--- src/rtl/button_counter_seven_segment_display_core_defines.svh ---
// Assertion macros for the press counter display RTL.
`ifndef BUTTON_COUNTER_SEVEN_SEGMENT_DISPLAY_CORE_DEFINES_SVH
`define BUTTON_COUNTER_SEVEN_SEGMENT_DISPLAY_CORE_DEFINES_SVH

// Checks a consequence in the same cycle as its cause.
`define BCSSD_ASSERT_NOW(label, clk, rst, ante, cons) \
  label: assert property (@(posedge clk) disable iff (rst) (ante) |-> (cons)) \
    else $error("bcssd: same-cycle check failed");

// Checks a consequence in the cycle after its cause.
`define BCSSD_ASSERT_NEXT(label, clk, rst, ante, cons) \
  label: assert property (@(posedge clk) disable iff (rst) (ante) |=> (cons)) \
    else $error("bcssd: next-cycle check failed");

`endif

--- src/rtl/bcssd_pkg.sv ---
// Types, constants and decode functions for the press counter display.
`default_nettype none

package bcssd_pkg;

  localparam int COUNT_W = 10;
  localparam int IN_TDATA_W = 16;
  localparam int OUT_TDATA_W = 24;

  // Item kind carried in tuser.
  localparam logic FUNC_POLL = 1'b0;
  localparam logic FUNC_SHOW = 1'b1;

  // Digit numbers, thousands first.
  localparam logic [2:0] DIGIT_THOU = 3'd1;
  localparam logic [2:0] DIGIT_HUND = 3'd2;
  localparam logic [2:0] DIGIT_TENS = 3'd3;
  localparam logic [2:0] DIGIT_ONES = 3'd4;

  // Decoder select codes.
  localparam logic [2:0] CODE_DIG1 = 3'd4;
  localparam logic [2:0] CODE_DIG2 = 3'd3;
  localparam logic [2:0] CODE_DIG3 = 3'd1;
  localparam logic [2:0] CODE_DIG4 = 3'd0;
  localparam logic [2:0] CODE_IDLE = 3'd4;
  localparam logic [2:0] CODE_BUTTONS = 3'd7;

  localparam logic [7:0] BUTTONS_IDLE = 8'hFF;
  localparam logic [7:0] SEG_BLANK = 8'hFF;

  localparam logic [COUNT_W:0] COUNT_WRAP_AT = 11'd1024;
  localparam logic [COUNT_W:0] COUNT_DROP = 11'd1023;

  // Leading zero thresholds.
  localparam logic [COUNT_W-1:0] LZ_TENS = 10'd10;
  localparam logic [COUNT_W-1:0] LZ_HUND = 10'd100;
  localparam logic [COUNT_W-1:0] LZ_THOU = 10'd1000;

  typedef logic [3:0][3:0] bcd4_t;

  typedef struct packed {
    logic       func;
    logic [7:0] buttons;
    logic [2:0] digit;
  } in_item_t;

  typedef struct packed {
    logic [COUNT_W-1:0] count;
    logic               taken;
  } poll_res_t;

  typedef struct packed {
    logic [7:0]         segments;
    logic [2:0]         digit_code;
    logic [COUNT_W-1:0] count;
    logic               press_taken;
  } out_item_t;

  // Active-low segment pattern of one decimal digit.
  function automatic logic [7:0] seg_of_digit(input logic [3:0] d);
    logic [7:0] s;
    case (d)
      4'd0:    s = 8'hC0;
      4'd1:    s = 8'hF9;
      4'd2:    s = 8'hA4;
      4'd3:    s = 8'hB0;
      4'd4:    s = 8'h99;
      4'd5:    s = 8'h92;
      4'd6:    s = 8'h82;
      4'd7:    s = 8'hF8;
      4'd8:    s = 8'h80;
      4'd9:    s = 8'h98;
      default: s = SEG_BLANK;
    endcase
    return s;
  endfunction

  // BCD of the upper five count bits times 32.
  function automatic logic [15:0] hi_bcd(input logic [4:0] h);
    logic [15:0] b;
    case (h)
      5'd0:  b = 16'h0000;  5'd1:  b = 16'h0032;  5'd2:  b = 16'h0064;
      5'd3:  b = 16'h0096;  5'd4:  b = 16'h0128;  5'd5:  b = 16'h0160;
      5'd6:  b = 16'h0192;  5'd7:  b = 16'h0224;  5'd8:  b = 16'h0256;
      5'd9:  b = 16'h0288;  5'd10: b = 16'h0320;  5'd11: b = 16'h0352;
      5'd12: b = 16'h0384;  5'd13: b = 16'h0416;  5'd14: b = 16'h0448;
      5'd15: b = 16'h0480;  5'd16: b = 16'h0512;  5'd17: b = 16'h0544;
      5'd18: b = 16'h0576;  5'd19: b = 16'h0608;  5'd20: b = 16'h0640;
      5'd21: b = 16'h0672;  5'd22: b = 16'h0704;  5'd23: b = 16'h0736;
      5'd24: b = 16'h0768;  5'd25: b = 16'h0800;  5'd26: b = 16'h0832;
      5'd27: b = 16'h0864;  5'd28: b = 16'h0896;  5'd29: b = 16'h0928;
      5'd30: b = 16'h0960;  5'd31: b = 16'h0992;
      default: b = 16'h0000;
    endcase
    return b;
  endfunction

  // Decimal digits of a count: table for the upper bits, then a short BCD add.
  function automatic bcd4_t count_to_bcd(input logic [COUNT_W-1:0] c);
    logic [15:0] hb;
    logic [4:0]  lo;
    logic [3:0]  lo_tens;
    logic [3:0]  lo_ones;
    logic [4:0]  s0;
    logic [4:0]  s1;
    logic [4:0]  s2;
    logic [4:0]  s3;
    bcd4_t       d;
    hb = hi_bcd(c[9:5]);
    lo = c[4:0];
    if (lo >= 5'd30) lo_tens = 4'd3;
    else if (lo >= 5'd20) lo_tens = 4'd2;
    else if (lo >= 5'd10) lo_tens = 4'd1;
    else lo_tens = 4'd0;
    lo_ones = 4'(lo - 5'(lo_tens) * 5'd10);
    // Ones digit.
    s0 = {1'b0, hb[3:0]} + {1'b0, lo_ones};
    if (s0 > 5'd9) begin
      d[0] = 4'(s0 - 5'd10);
      s1 = {1'b0, hb[7:4]} + {1'b0, lo_tens} + 5'd1;
    end else begin
      d[0] = s0[3:0];
      s1 = {1'b0, hb[7:4]} + {1'b0, lo_tens};
    end
    // Tens digit.
    if (s1 > 5'd9) begin
      d[1] = 4'(s1 - 5'd10);
      s2 = {1'b0, hb[11:8]} + 5'd1;
    end else begin
      d[1] = s1[3:0];
      s2 = {1'b0, hb[11:8]};
    end
    // Hundreds and thousands digits.
    if (s2 > 5'd9) begin
      d[2] = 4'(s2 - 5'd10);
      s3 = {1'b0, hb[15:12]} + 5'd1;
    end else begin
      d[2] = s2[3:0];
      s3 = {1'b0, hb[15:12]};
    end
    d[3] = s3[3:0];
    return d;
  endfunction

endpackage

`default_nettype wire

--- src/rtl/button_counter_seven_segment_display_core.sv ---
// Top level of the button press counter with a four-digit display scan.
//
// One beat enters per clock unless m_axis_tready stalls the output, and one
// result beat leaves for each input beat, via input then result register.
// Without stalls, throughput is one beat per cycle, set by the single pass
// of press logic and digit lookup between the counter and result registers;
// a display beat right after a poll beat already sees the new count.
// s_axis_tdata holds buttons [7:0] and digit [10:8]; s_axis_tuser is func
// (0 poll, 1 display). m_axis_tdata holds segments [7:0], digit_code [10:8]
// and count [20:11]; m_axis_tuser is press_taken. cfg_we writes the
// leading zero blanking enable, which resets to 1; write it only while idle.
`default_nettype none
`include "button_counter_seven_segment_display_core_defines.svh"

module button_counter_seven_segment_display_core
  import bcssd_pkg::*;
(
  input  wire logic                   clk,
  input  wire logic                   rst,
  input  wire logic                   s_axis_tvalid,
  output logic                        s_axis_tready,
  // buttons [7:0], digit [10:8], zero fill
  input  wire logic [IN_TDATA_W-1:0]  s_axis_tdata,
  // func [0]
  input  wire logic [0:0]             s_axis_tuser,
  output logic                        m_axis_tvalid,
  input  wire logic                   m_axis_tready,
  // segments [7:0], digit_code [10:8], count [20:11], zero fill
  output logic [OUT_TDATA_W-1:0]      m_axis_tdata,
  // press_taken [0]
  output logic [0:0]                  m_axis_tuser,
  input  wire logic                   cfg_we,
  input  wire logic                   cfg_wdata
);

  in_item_t           in_item;
  in_item_t           item;
  logic               item_valid;
  logic               advance;
  logic               poll_fire;
  logic [COUNT_W-1:0] press_count;
  poll_res_t          poll_res;
  logic [7:0]         disp_segments;
  logic [2:0]         disp_code;
  logic               blank_en;
  logic               out_valid;
  logic               out_valid_next;
  out_item_t          out_q;
  out_item_t          out_next;

  assign in_item.func = s_axis_tuser[0];
  assign in_item.buttons = s_axis_tdata[7:0];
  assign in_item.digit = s_axis_tdata[10:8];

  // Blanking enable register.
  always_ff @(posedge clk) begin
    if (rst) begin
      blank_en <= 1'b1;
    end else if (cfg_we) begin
      blank_en <= cfg_wdata;
    end
  end

  bcssd_in_stage u_in_stage (
    .clk        (clk),
    .rst        (rst),
    .in_valid   (s_axis_tvalid),
    .in_ready   (s_axis_tready),
    .in_item    (in_item),
    .advance    (advance),
    .item_valid (item_valid),
    .item       (item)
  );

  // The held beat moves on when the result register is free or draining.
  assign advance = item_valid && (!out_valid || m_axis_tready);
  assign poll_fire = advance && (item.func == FUNC_POLL);

  bcssd_poll u_poll (
    .clk         (clk),
    .rst         (rst),
    .fire        (poll_fire),
    .buttons     (item.buttons),
    .press_count (press_count),
    .res         (poll_res)
  );

  bcssd_disp u_disp (
    .digit       (item.digit),
    .press_count (press_count),
    .blank_en    (blank_en),
    .segments    (disp_segments),
    .digit_code  (disp_code)
  );

  // Assemble the result beat.
  always_comb begin
    if (item.func == FUNC_POLL) begin
      out_next.segments = SEG_BLANK;
      out_next.digit_code = CODE_BUTTONS;
      out_next.count = poll_res.count;
      out_next.press_taken = poll_res.taken;
    end else begin
      out_next.segments = disp_segments;
      out_next.digit_code = disp_code;
      out_next.count = press_count;
      out_next.press_taken = 1'b0;
    end
  end

  // Result register valid flag.
  always_comb begin
    out_valid_next = out_valid;
    if (advance) begin
      out_valid_next = 1'b1;
    end else if (m_axis_tready) begin
      out_valid_next = 1'b0;
    end
  end

  always_ff @(posedge clk) begin
    if (rst) begin
      out_valid <= 1'b0;
    end else begin
      out_valid <= out_valid_next;
    end
  end

  always_ff @(posedge clk) begin
    if (advance) begin
      out_q <= out_next;
    end
  end

  assign m_axis_tvalid = out_valid;
  assign m_axis_tdata = {3'b000, out_q.count, out_q.digit_code, out_q.segments};
  assign m_axis_tuser[0] = out_q.press_taken;

  // A poll beat always reports a blank display and the button select.
  `BCSSD_ASSERT_NEXT(a_poll_result, clk, rst, poll_fire, out_q.segments == SEG_BLANK && out_q.digit_code == CODE_BUTTONS)
  // A taken press always moves the counter.
  `BCSSD_ASSERT_NEXT(a_press_moves, clk, rst, poll_fire && poll_res.taken, press_count != $past(press_count) && out_q.count == press_count)
  // A display beat leaves the counter alone and reports no press.
  `BCSSD_ASSERT_NEXT(a_show_keeps, clk, rst, advance && item.func == FUNC_SHOW, $stable(press_count) && !out_q.press_taken)
  // A held beat that cannot move stays in place.
  `BCSSD_ASSERT_NEXT(a_hold_item, clk, rst, item_valid && !advance, item_valid && $stable(item))

endmodule

`default_nettype wire

--- src/rtl/bcssd_in_stage.sv ---
// Input register that holds one accepted beat until the core consumes it.
`default_nettype none

module bcssd_in_stage
  import bcssd_pkg::*;
(
  input  wire logic     clk,
  input  wire logic     rst,
  input  wire logic     in_valid,
  output logic          in_ready,
  input  wire in_item_t in_item,
  input  wire logic     advance,
  output logic          item_valid,
  output in_item_t      item
);

  logic     hold_valid;
  logic     hold_valid_next;
  in_item_t hold;

  // Room exists when empty or when the held beat leaves this cycle.
  assign in_ready = !hold_valid || advance;

  always_comb begin
    hold_valid_next = hold_valid;
    if (in_valid && in_ready) begin
      hold_valid_next = 1'b1;
    end else if (advance) begin
      hold_valid_next = 1'b0;
    end
  end

  always_ff @(posedge clk) begin
    if (rst) begin
      hold_valid <= 1'b0;
    end else begin
      hold_valid <= hold_valid_next;
    end
  end

  // Payload needs no reset.
  always_ff @(posedge clk) begin
    if (in_valid && in_ready) begin
      hold <= in_item;
    end
  end

  assign item_valid = hold_valid;
  assign item = hold;

endmodule

`default_nettype wire

--- src/rtl/bcssd_poll.sv ---
// Press detection and counter state for button poll items.
`default_nettype none

module bcssd_poll
  import bcssd_pkg::*;
(
  input  wire logic               clk,
  input  wire logic               rst,
  input  wire logic               fire,
  input  wire logic [7:0]         buttons,
  output logic [COUNT_W-1:0]      press_count,
  output poll_res_t               res
);

  logic               released;
  logic               released_next;
  logic [7:0]         last_sample;
  logic [7:0]         last_sample_next;
  logic [COUNT_W-1:0] press_count_next;
  logic [COUNT_W:0]   sum;
  logic [COUNT_W:0]   sum_adj;
  logic               taken;

  // Add 255 minus the sample, then fold a count of 1024 or more back down.
  always_comb begin
    sum = {1'b0, press_count} + {3'b000, ~buttons};
    if (sum >= COUNT_WRAP_AT) begin
      sum_adj = sum - COUNT_DROP;
    end else begin
      sum_adj = sum;
    end
  end

  // A press is taken on the first non-idle sample after release, or on a change.
  always_comb begin
    taken = 1'b0;
    released_next = released;
    last_sample_next = last_sample;
    if (fire) begin
      if (buttons != BUTTONS_IDLE) begin
        if (released) begin
          taken = 1'b1;
          released_next = 1'b0;
        end else if (buttons != last_sample) begin
          taken = 1'b1;
        end
        last_sample_next = buttons;
      end else begin
        released_next = 1'b1;
      end
    end
    press_count_next = taken ? sum_adj[COUNT_W-1:0] : press_count;
  end

  always_ff @(posedge clk) begin
    if (rst) begin
      press_count <= '0;
      released <= 1'b1;
      last_sample <= '0;
    end else begin
      press_count <= press_count_next;
      released <= released_next;
      last_sample <= last_sample_next;
    end
  end

  assign res.count = press_count_next;
  assign res.taken = taken;

endmodule

`default_nettype wire

--- src/rtl/bcssd_disp.sv ---
// Segment and decoder select lookup for one display digit.
`default_nettype none

module bcssd_disp
  import bcssd_pkg::*;
(
  input  wire logic [2:0]         digit,
  input  wire logic [COUNT_W-1:0] press_count,
  input  wire logic               blank_en,
  output logic [7:0]              segments,
  output logic [2:0]              digit_code
);

  bcd4_t      dec;
  logic [3:0] dsel;
  logic       blank;

  assign dec = count_to_bcd(press_count);

  // Pick the digit, its select code and whether it is a leading zero.
  always_comb begin
    dsel = dec[0];
    blank = 1'b1;
    digit_code = CODE_IDLE;
    case (digit)
      DIGIT_THOU: begin
        dsel = dec[3];
        digit_code = CODE_DIG1;
        blank = blank_en && (press_count < LZ_THOU);
      end
      DIGIT_HUND: begin
        dsel = dec[2];
        digit_code = CODE_DIG2;
        blank = blank_en && (press_count < LZ_HUND);
      end
      DIGIT_TENS: begin
        dsel = dec[1];
        digit_code = CODE_DIG3;
        blank = blank_en && (press_count < LZ_TENS);
      end
      DIGIT_ONES: begin
        dsel = dec[0];
        digit_code = CODE_DIG4;
        blank = 1'b0;
      end
      default: begin
        dsel = dec[0];
        digit_code = CODE_IDLE;
        blank = 1'b1;
      end
    endcase
    segments = blank ? SEG_BLANK : seg_of_digit(dsel);
  end

endmodule

`default_nettype wire
--- config.mk ---
export PLATFORM = sky130hd
export DESIGN_NAME = button_counter_seven_segment_display_core
export DESIGN_NICKNAME = d
export VERILOG_FILES = /design/src/rtl/bcssd_pkg.sv /design/src/rtl/button_counter_seven_segment_display_core.sv /design/src/rtl/bcssd_in_stage.sv /design/src/rtl/bcssd_poll.sv /design/src/rtl/bcssd_disp.sv
export VERILOG_INCLUDE_DIRS = /design/src /design/src/rtl
export SDC_FILE = /design/constraint.sdc
export NUM_CORES = 1
export LEC_CHECK = 0
export BUFFER_PORTS_ARGS = -buffer_cell sky130_fd_sc_hd__buf_2
export CAP_MARGIN = 30
export CORE_AREA = 2 2 65 128
export CTS_BUF_LIST = sky130_fd_sc_hd__clkbuf_8
export CTS_CLUSTER_SIZE = 12
export DETAILED_ROUTE_END_ITERATION = 7
export DIE_AREA = 0 0 67 130
export PLACE_DENSITY = 0.84
export RECOVER_POWER = 100
export SYNTH_ARGS = -nofsm -noshare
export SYNTH_HDL_FRONTEND = slang
export SYNTH_HIERARCHICAL = 1
export SYNTH_SLANG_ARGS = --single-unit
--- constraint.sdc ---
create_clock -name clk -period 9.5 [get_ports clk]
set_input_delay 0.475 -clock clk [delete_from_list [all_inputs] [get_ports clk]]
set_output_delay 0.475 -clock clk [all_outputs]
set_load 0.005 [all_outputs]
==> out/results.md, run 1 <==
| Stage | Result | This run |
|:---|:---|:---|
| pwr | Pwr Density | 138.1 nW/um^2 |
| sta | Share of the cycle needed by the critical path after routing | 75.82% |
| setup path | CP Data Arrival Time | 7.24 ns |
| synth | Count of state elements after synthesis | 56 |
| global routing | GR met1 Demand/Resource | 33.05% |
| floorplan | Initial core utilization | 62.28% |
| clocking | Hold_buf cts | 0 |
| layout | Post-route design area | 5101 sq um |
| global routing | Wire length of the first global-routing pass | 17730 um |
| clocking | Clock insertion delay at the later pin of the skew report | 0.31 ns |
| clocking | Number of sinks on the clock net | 56 |
| run status | Run status | finished, final reports clean |
| clocking | Resized Gates After CTS | 0 |
| sta | Maximum operating frequency | 0.1388 GHz |
| min path | Hold crit path type | input pin to register |
| place | Placed cells | 658 |
| detailed routing | Number of DRC markers after the initial detailed-route iteration | 334 |
| setup path | Worst endpoint required time | 9.53 ns |
| global routing | Met2 track demand over resource | 44.90% |
| sta | Transition time at the pin with the least slew margin | 1.161 ns |
| place | Placer's final routability congestion estimate | 0.8537 |
| floorplan | Ports | 50 |
| floorplan | Die footprint | 8710 sq um |
| synth | Sequential share of the synthesized area | 29.98% |
| layout | Final Non-Filler Cells | 668 |
| synth | Number of enable flip-flop cells after synthesis | 34 |
| global routing | Most crowded layer after global routing | met2 |
| sta | Final count of pins violating max slew | 0 |
| clocking | Cell at the root of the clock tree | sky130_fd_sc_hd__clkbuf_8 |
| sta | Slew headroom | 22.59% |
| clocking | Setup Fix Bufs, Post-CTS | 0 |
| detailed routing | Routed wire length | 10690 um |
| sta | Setup repair after global routing missed its margin | false |
| global routing | GRT overflow | 0 |
| setup path | Max Fanout on Critical Path | 12 |
| synth | Prevailing post-synth register cell | sky130_fd_sc_hd__edfxtp_1 |
| global routing | Number of antenna violations at the first check in global routing | 0 |
| clocking | Cts bufs inserted | 5 |
| run | Maximum capacitance violations | 0 |
| layout | Net count, final | 631 |
| floorplan | Core region area | 7828 sq um |
| detailed routing | Vias | 4082 |
| clocking | H-tree level count | 2 |
| detailed routing | Count of unresolved DRC violations after routing | 0 |
| place | Port-buffer cells | 41 |
| layout | Fraction of layout instances using a drive strength above 1 | 11.89% |
| global routing | Pin count of the biggest net entering global routing | 40 |
| sta | Final worst-path setup slack | 2.297 ns |
| sta | Minimum period implied by the final worst setup slack | 7.203 ns |
| setup path | Type of element capturing the critical path | register |
| floorplan | Vertical extent of the die | 130 um |
| global routing | Routing usage on met3 | 4.052% |
| synth | YS warnings | 6 |
| pwr | Cell leakage power | 0.002008 uW |
| clocking | Maximum number of buffers from clock root to sink | 2 |
| detailed routing | Detailed-route vias per instance | 6.111 |
| sta | Count of endpoints failing hold in the final timing report | 0 |
| detailed routing | Detailed-routing iteration count for the pre-antenna-repair pass | 5 |
| clocking | Clock-pin slew of the registers on the worst-case setup and hold paths | 0.10 ns |
| synth | Fraction of registers with async set/reset | 0% |
| layout | Relative area change from synthesis to final layout | 4.646% |
| place | Placed cell areas | 5081 sq um |
| floorplan | Number of rows created at floorplan | 46 |
| floorplan | Width of the chip | 67 um |
| pwr | Peak supply drop | 142.9 uV |
| setup path | Slowest cell delay on critical path | 0.60 ns |
| global routing | Vias in the first global route | 3902 |
| setup path | Critical path's most frequent cell | sky130_fd_sc_hd__ha_1 |
| detailed routing | Wirelength per Cell | 16.01 um |
| synth | Synthesized area per cell | 9.010 sq um |
| clocking | CTS tree | built |
| detailed routing | Antenna viol nets, final | 0 |
| place | Total half-perimeter wirelength after legalization and detailed placement | 8037 um |
| layout | Number of antenna cells inserted | 0 |
| synth | Netlist cell types | 84 |
| sta | Total negative setup slack | 0 ns |
| sta | Worst clock skew | 0.01221 ns |
| setup path | Slowest CP cell | sky130_fd_sc_hd__dfxtp_1 |
| synth | Combined area of all synthesized cells | 4875 sq um |
| setup path | Crit path launch type | register |
| setup path | Category of the critical setup timing path | register to register |
| place | DP Worst Slack | 2.389 ns |
| global routing | Global-route usage over all layers | 25.55% |
| sta | Count of final setup violators | 0 |
| synth | Cells after synthesis | 541 |
==> through the flow <==
stage | power [uW] | hold WS, ns | utilization, %
6_report | 704.2 | 0.3385 | 65.17
5_1_grt | 750.5 | 0.3143 | 65.17
4_1_cts | 714.0 | 0.3244 | 66.34
3_5_place_dp | 557.9 | 0.4968 | 64.91
3_3_place_gp | 549.1 | 0.4869 | 64.91
2_1_floorplan | 506.7 | 0.4655 | -
==> layer usage <==
layer  share of wire (%)  wire, um
met1                  43      4601
met4                 1.3       134
met2                  52      5551
met5                   0         0
met3                 3.8       404
==> placed cells by master, fill, tap and decap left out, types with 8 or more instances in the layout <==
master,count
sky130_fd_sc_hd__mux2i_1,9
sky130_fd_sc_hd__o21ai_0,28
sky130_fd_sc_hd__edfxtp_1,34
sky130_fd_sc_hd__nand2_1,27
sky130_fd_sc_hd__buf_2,24
sky130_fd_sc_hd__a21oi_1,42
sky130_fd_sc_hd__nor3_1,15
sky130_fd_sc_hd__xor2_1,12
sky130_fd_sc_hd__mux2_2,11
sky130_fd_sc_hd__a211oi_1,8
sky130_fd_sc_hd__ha_1,33
sky130_fd_sc_hd__clkbuf_1,19
sky130_fd_sc_hd__inv_1,35
sky130_fd_sc_hd__nor2b_1,14
sky130_fd_sc_hd__nand3_1,12
sky130_fd_sc_hd__xnor2_1,16
sky130_fd_sc_hd__nand2b_1,21
sky130_fd_sc_hd__dfxtp_1,22
sky130_fd_sc_hd__nor2_1,54
==> Yosys cell counts, types with 3 or more instances <==
cell | number | area, sq um
sky130_fd_sc_hd__a2111oi_2 | 4 | 60.06
sky130_fd_sc_hd__a211o_1 | 4 | 35.03
sky130_fd_sc_hd__a211oi_1 | 6 | 45.04
sky130_fd_sc_hd__a211oi_2 | 5 | 62.56
sky130_fd_sc_hd__a21o_1 | 4 | 30.03
sky130_fd_sc_hd__a21oi_1 | 41 | 205.2
sky130_fd_sc_hd__a31oi_1 | 5 | 31.28
sky130_fd_sc_hd__a32oi_1 | 3 | 26.28
sky130_fd_sc_hd__buf_2 | 4 | 20.02
sky130_fd_sc_hd__buf_4 | 5 | 37.54
sky130_fd_sc_hd__buf_6 | 5 | 56.30
sky130_fd_sc_hd__clkbuf_1 | 10 | 37.54
sky130_fd_sc_hd__dfxtp_1 | 22 | 440.4
sky130_fd_sc_hd__edfxtp_1 | 34 | 1021
sky130_fd_sc_hd__fa_1 | 4 | 80.08
sky130_fd_sc_hd__ha_1 | 33 | 412.9
sky130_fd_sc_hd__inv_1 | 34 | 127.6
sky130_fd_sc_hd__mux2_2 | 11 | 123.9
sky130_fd_sc_hd__mux2i_1 | 9 | 90.09
sky130_fd_sc_hd__nand2_1 | 27 | 101.4
sky130_fd_sc_hd__nand2b_1 | 20 | 125.1
sky130_fd_sc_hd__nand3_1 | 12 | 60.06
sky130_fd_sc_hd__nand4_1 | 3 | 18.77
sky130_fd_sc_hd__nor2_1 | 54 | 202.7
sky130_fd_sc_hd__nor2b_1 | 14 | 87.58
sky130_fd_sc_hd__nor3_1 | 15 | 75.07
sky130_fd_sc_hd__nor3b_1 | 5 | 37.54
sky130_fd_sc_hd__nor4_1 | 3 | 18.77
sky130_fd_sc_hd__o211ai_1 | 6 | 45.04
sky130_fd_sc_hd__o21a_1 | 3 | 22.52
sky130_fd_sc_hd__o21ai_0 | 25 | 125.1
sky130_fd_sc_hd__o21ai_1 | 8 | 40.04
sky130_fd_sc_hd__o31a_1 | 3 | 26.28
sky130_fd_sc_hd__o31ai_1 | 5 | 37.54
sky130_fd_sc_hd__o32a_1 | 3 | 30.03
sky130_fd_sc_hd__or3_1 | 3 | 18.77
sky130_fd_sc_hd__xnor2_1 | 16 | 140.1
sky130_fd_sc_hd__xor2_1 | 12 | 105.1
==> final cells by class <==
type,count,area [sq um]
Timing Repair Buffer,46,210.2
Tap cell,96,120.1
Multi-Input combinational cell,426,3063
Clock inverter,3,42.54
Clock buffer,5,68.82
Fill cell,683,2726
Inverter,36,135.1
Sequential cell,56,1461
==> worst paths after layout <==
path | from | endpoint | slack (ns) | depth (start not counted)
worst max-delay path | u_poll/press_count[6] | m_axis_tdata[1] | 2.30 | 28
worst min-delay path | s_axis_tdata[5] | u_in_stage/item[8] | 0.34 | 1
worst min register to register | u_in_stage/item_valid | m_axis_tvalid | 0.49 | 2
worst max register to register | u_poll/press_count[6] | m_axis_tdata[1] | 2.30 | 28
==> cell families after synthesis <==
family / after synthesis / synth area share [%]
buf+inv: 61 / 5.955
compound gates: 153 / 22.95
simple gates: 179 / 19.43
fa+ha+maj: 37 / 10.11
other cells: 2 / 0.1541
xor+xnor: 30 / 5.826
mux: 23 / 5.595
flops: 56 / 29.98
==> flip-flops by register name, indices dropped and copies added, names as in the netlist <==
name,flops
u_in_stage/item,12
blank_en,1
u_poll/press_count,10
u_poll/released,1
u_in_stage/item_valid,1
m_axis_tvalid,1
m_axis_tdata,21
m_axis_tuser,1
u_poll/last_sample,8
==> report_power, final <==
part	total [uW]	switching (uW)	internal, uW
logic	258	152	105
registers	290	14.5	276
clock network	156	77.6	78.7
==> critical path: cells and delay by family, from the launching register on <==
family / cells / cell delay [ns]
compound gates: 9 / 1.89
simple gates: 7 / 1.14
flops: 1 / 0.60
buf+inv: 3 / 0.36
fa+ha+maj: 7 / 2.39
mux: 2 / 0.52
Note: power is estimated with default switching activity, not from simulation.
==> run 2, diff against run 1 <==
- CORE_AREA: 2 2 65 128 -> 2 2 66 131
- DIE_AREA: 0 0 67 130 -> 0 0 68 133
- PLACE_DENSITY: 0.84 -> 0.81
- clock period: 9.5 -> 7.2 ns (I/O delays scaled with it)
==> run 2 against run 1 <==
  * Clock power increased by 5%
  * First-iteration DRC count up 5.1%
  * Critical path depth unchanged
  * Core utilization shrank 1.3 points
  * Largest power group unchanged
  * Highest routed layer unchanged
==> out/results.md, run 2 (synthesis results as in run 1) <==
| Stage | Result | This run |
|:---|:---|:---|
| run status | Run status | finished, final reports clean |
| detailed routing | Detailed-route vias per instance | 6.033 |
| sta | Count of final setup violators | 0 |
| sta | Worst clock skew | 0.007776 ns |
| global routing | Global-route usage over all layers | 23.34% |
| clocking | Clock insertion delay at the later pin of the skew report | 0.30 ns |
| sta | Share of the cycle needed by the critical path after routing | 92.18% |
| global routing | GRT overflow | 0 |
| pwr | Pwr Density | 172.1 nW/um^2 |
| setup path | Crit path launch type | register |
| setup path | Worst endpoint required time | 7.23 ns |
| clocking | CTS tree | built |
| detailed routing | Detailed-routing iteration count for the pre-antenna-repair pass | 5 |
| min path | Hold crit path type | input pin to register |
| sta | Setup repair after global routing missed its margin | false |
| global routing | Vias in the first global route | 3850 |
| pwr | Peak supply drop | 163.2 uV |
| floorplan | Ports | 50 |
| pwr | Power share of the sequential group | 42.7% |
| setup path | CP Data Arrival Time | 6.67 ns |
| layout | Net count, final | 636 |
| detailed routing | Wirelength per Cell | 15.17 um |
| setup path | R2R cell count | 28 |
| layout | Most frequent standard cell in the layout excluding fill and tap cells | sky130_fd_sc_hd__nor2_1 |
| sta | Maximum operating frequency | 0.1507 GHz |
| clocking | Clock-pin slew of the registers on the worst-case setup and hold paths | 0.10 ns |
| pwr | Post-layout total power | 891.7 uW |
| layout | Flip-flop count of the largest register, all copies and words added | 21 |
| floorplan | Vertical extent of the die | 133 um |
| layout | Relative area change from synthesis to final layout | 6.314% |
| layout | Fraction of layout instances using a drive strength above 1 | 14.21% |
| global routing | Pin count of the biggest net entering global routing | 29 |
| clocking | H-tree level count | 2 |
| place | Total half-perimeter wirelength after legalization and detailed placement | 7947 um |
| floorplan | Number of rows created at floorplan | 47 |
| sta | Minimum period implied by the final worst setup slack | 6.637 ns |
| detailed routing | Routed wire length | 10240 um |
| global routing | Number of antenna violations at the first check in global routing | 0 |
| setup path | Max Fanout on Critical Path | 10 |
| clocking | Number of sinks on the clock net | 56 |
| sta | Transition time at the pin with the least slew margin | 1.443 ns |
| sta | Count of endpoints failing hold in the final timing report | 0 |
| place | Placer's final routability congestion estimate | 0.8760 |
| pwr | Clock network power share | 18.4% |
| pwr | Switching power | 317.2 uW |
| floorplan | Initial core utilization | 60.07% |
| layout | Number of antenna cells inserted | 0 |
| clocking | Hold_buf cts | 0 |
| sta | Final count of pins violating max slew | 0 |
| detailed routing | Count of unresolved DRC violations after routing | 0 |
| layout | Leading cell types in the layout, fill and taps excluded | sky130_fd_sc_hd__nor2_1 (53), sky130_fd_sc_hd__a21oi_1 (41), sky130_fd_sc_hd__inv_1 (36) |
| setup path | Slowest cell delay on critical path | 0.60 ns |
| place | Port-buffer cells | 41 |
| pwr | Cell leakage power | 0.002045 uW |
| clocking | Cell at the root of the clock tree | sky130_fd_sc_hd__clkbuf_8 |
| floorplan | Width of the chip | 68 um |
| detailed routing | Vias | 4072 |
| clocking | Cts bufs inserted | 5 |
| floorplan | Core region area | 8115 sq um |
| setup path | Slowest CP cell | sky130_fd_sc_hd__fa_1 |
| pwr | Combinational fraction of design power | 39.0% |
| detailed routing | Number of DRC markers after the initial detailed-route iteration | 351 |
| clocking | Maximum number of buffers from clock root to sink | 2 |
| detailed routing | Antenna viol nets, final | 0 |
| floorplan | Die footprint | 9044 sq um |
| pwr | Switching power as a share of total power | 35.57% |
| setup path | Type of element capturing the critical path | register |
| global routing | Wire length of the first global-routing pass | 16930 um |
| min path | Cells on Worst Hold Path | 1 |
| sta | Slew headroom | 3.773% |
| pwr | Internal power | 574.5 uW |
| sta | Total negative setup slack | 0 ns |
| run | Maximum capacitance violations | 0 |
| setup path | Category of the critical setup timing path | register to register |
==> run 2: changes by cell type in the layout (fill, tap and decap cells not counted), sizes merged <==
cell | before | now
inv | 38 | 39
buf | 27 | 34
clkbuf | 24 | 22
bufinv | 1 | 0
==> run 2: final cells by class <==
cell class	count	area, sq um
Clock inverter	3	16.27
Multi-Input combinational cell	426	3124
Sequential cell	56	1461
Fill cell	703	2933
Tap cell	98	122.6
Inverter	36	135.1
Clock buffer	5	68.82
Timing Repair Buffer	51	254.0
==> run 2: metrics by stage <==
stage          hold slack (ns)  instances  utilization (%)  worst slack, ns  cell area [sq um]
2_1_floorplan           0.4224        543                -           0.8652               4882
3_3_place_gp            0.4847        666            63.20           0.5377               5129
3_5_place_dp            0.4999        667            63.29           0.3635               5136
4_1_cts                 0.2196        675            64.34           0.3127               5221
5_1_grt                 0.2089        675            63.86          0.03850               5182
6_report                0.2319        675            63.86           0.5627               5182
==> run 2: worst paths after layout <==
check	startpoint	to	slack (ns)
hold reg to reg	u_in_stage/item_valid	m_axis_tvalid	0.50
setup / recovery	u_poll/press_count[4]	m_axis_tdata[0]	0.56
hold / removal	s_axis_tdata[7]	u_in_stage/item[10]	0.23
setup reg to reg	u_poll/press_count[4]	m_axis_tdata[0]	0.56
==> run 2: what timing repair did <==
action                                  in CTS  in global routing
resized for setup                            0                  1
setup buffers                                0                  0
endpoints found under the setup margin       0                  6
==> run 2: power by group through the flow <==
stage / logic (uW) / clock network [uW] / registers [uW]
2_1_floorplan: 284 / 0 / 385
3_3_place_gp: 340 / 0 / 387
3_5_place_dp: 349 / 0 / 387
4_1_cts: 351 / 169 / 380
5_1_grt: 393 / 180 / 383
6_report: 348 / 164 / 380
==> run 2: per-layer routing <==
layer	global-route usage [%]	wire (um)	vias up
met2	39.75	5078	92
li1	-	-	2036
met1	30.19	4508	1926
met4	5.111	165	0
met5	0	0	-
met3	3.997	486	18
==> run 2: critical path, delay by kind of cell, from the launching register on <==
kind	cells	cell delay [ns]
AO/OA/AOI/OAI	9	1.81
XOR/XNOR	1	0.31
adder cells (fa/ha/maj)	7	2.13
buffers and inverters	6	0.53
flip-flops	1	0.53
multiplexers	1	0.21
AND/OR/NAND/NOR	4	0.83
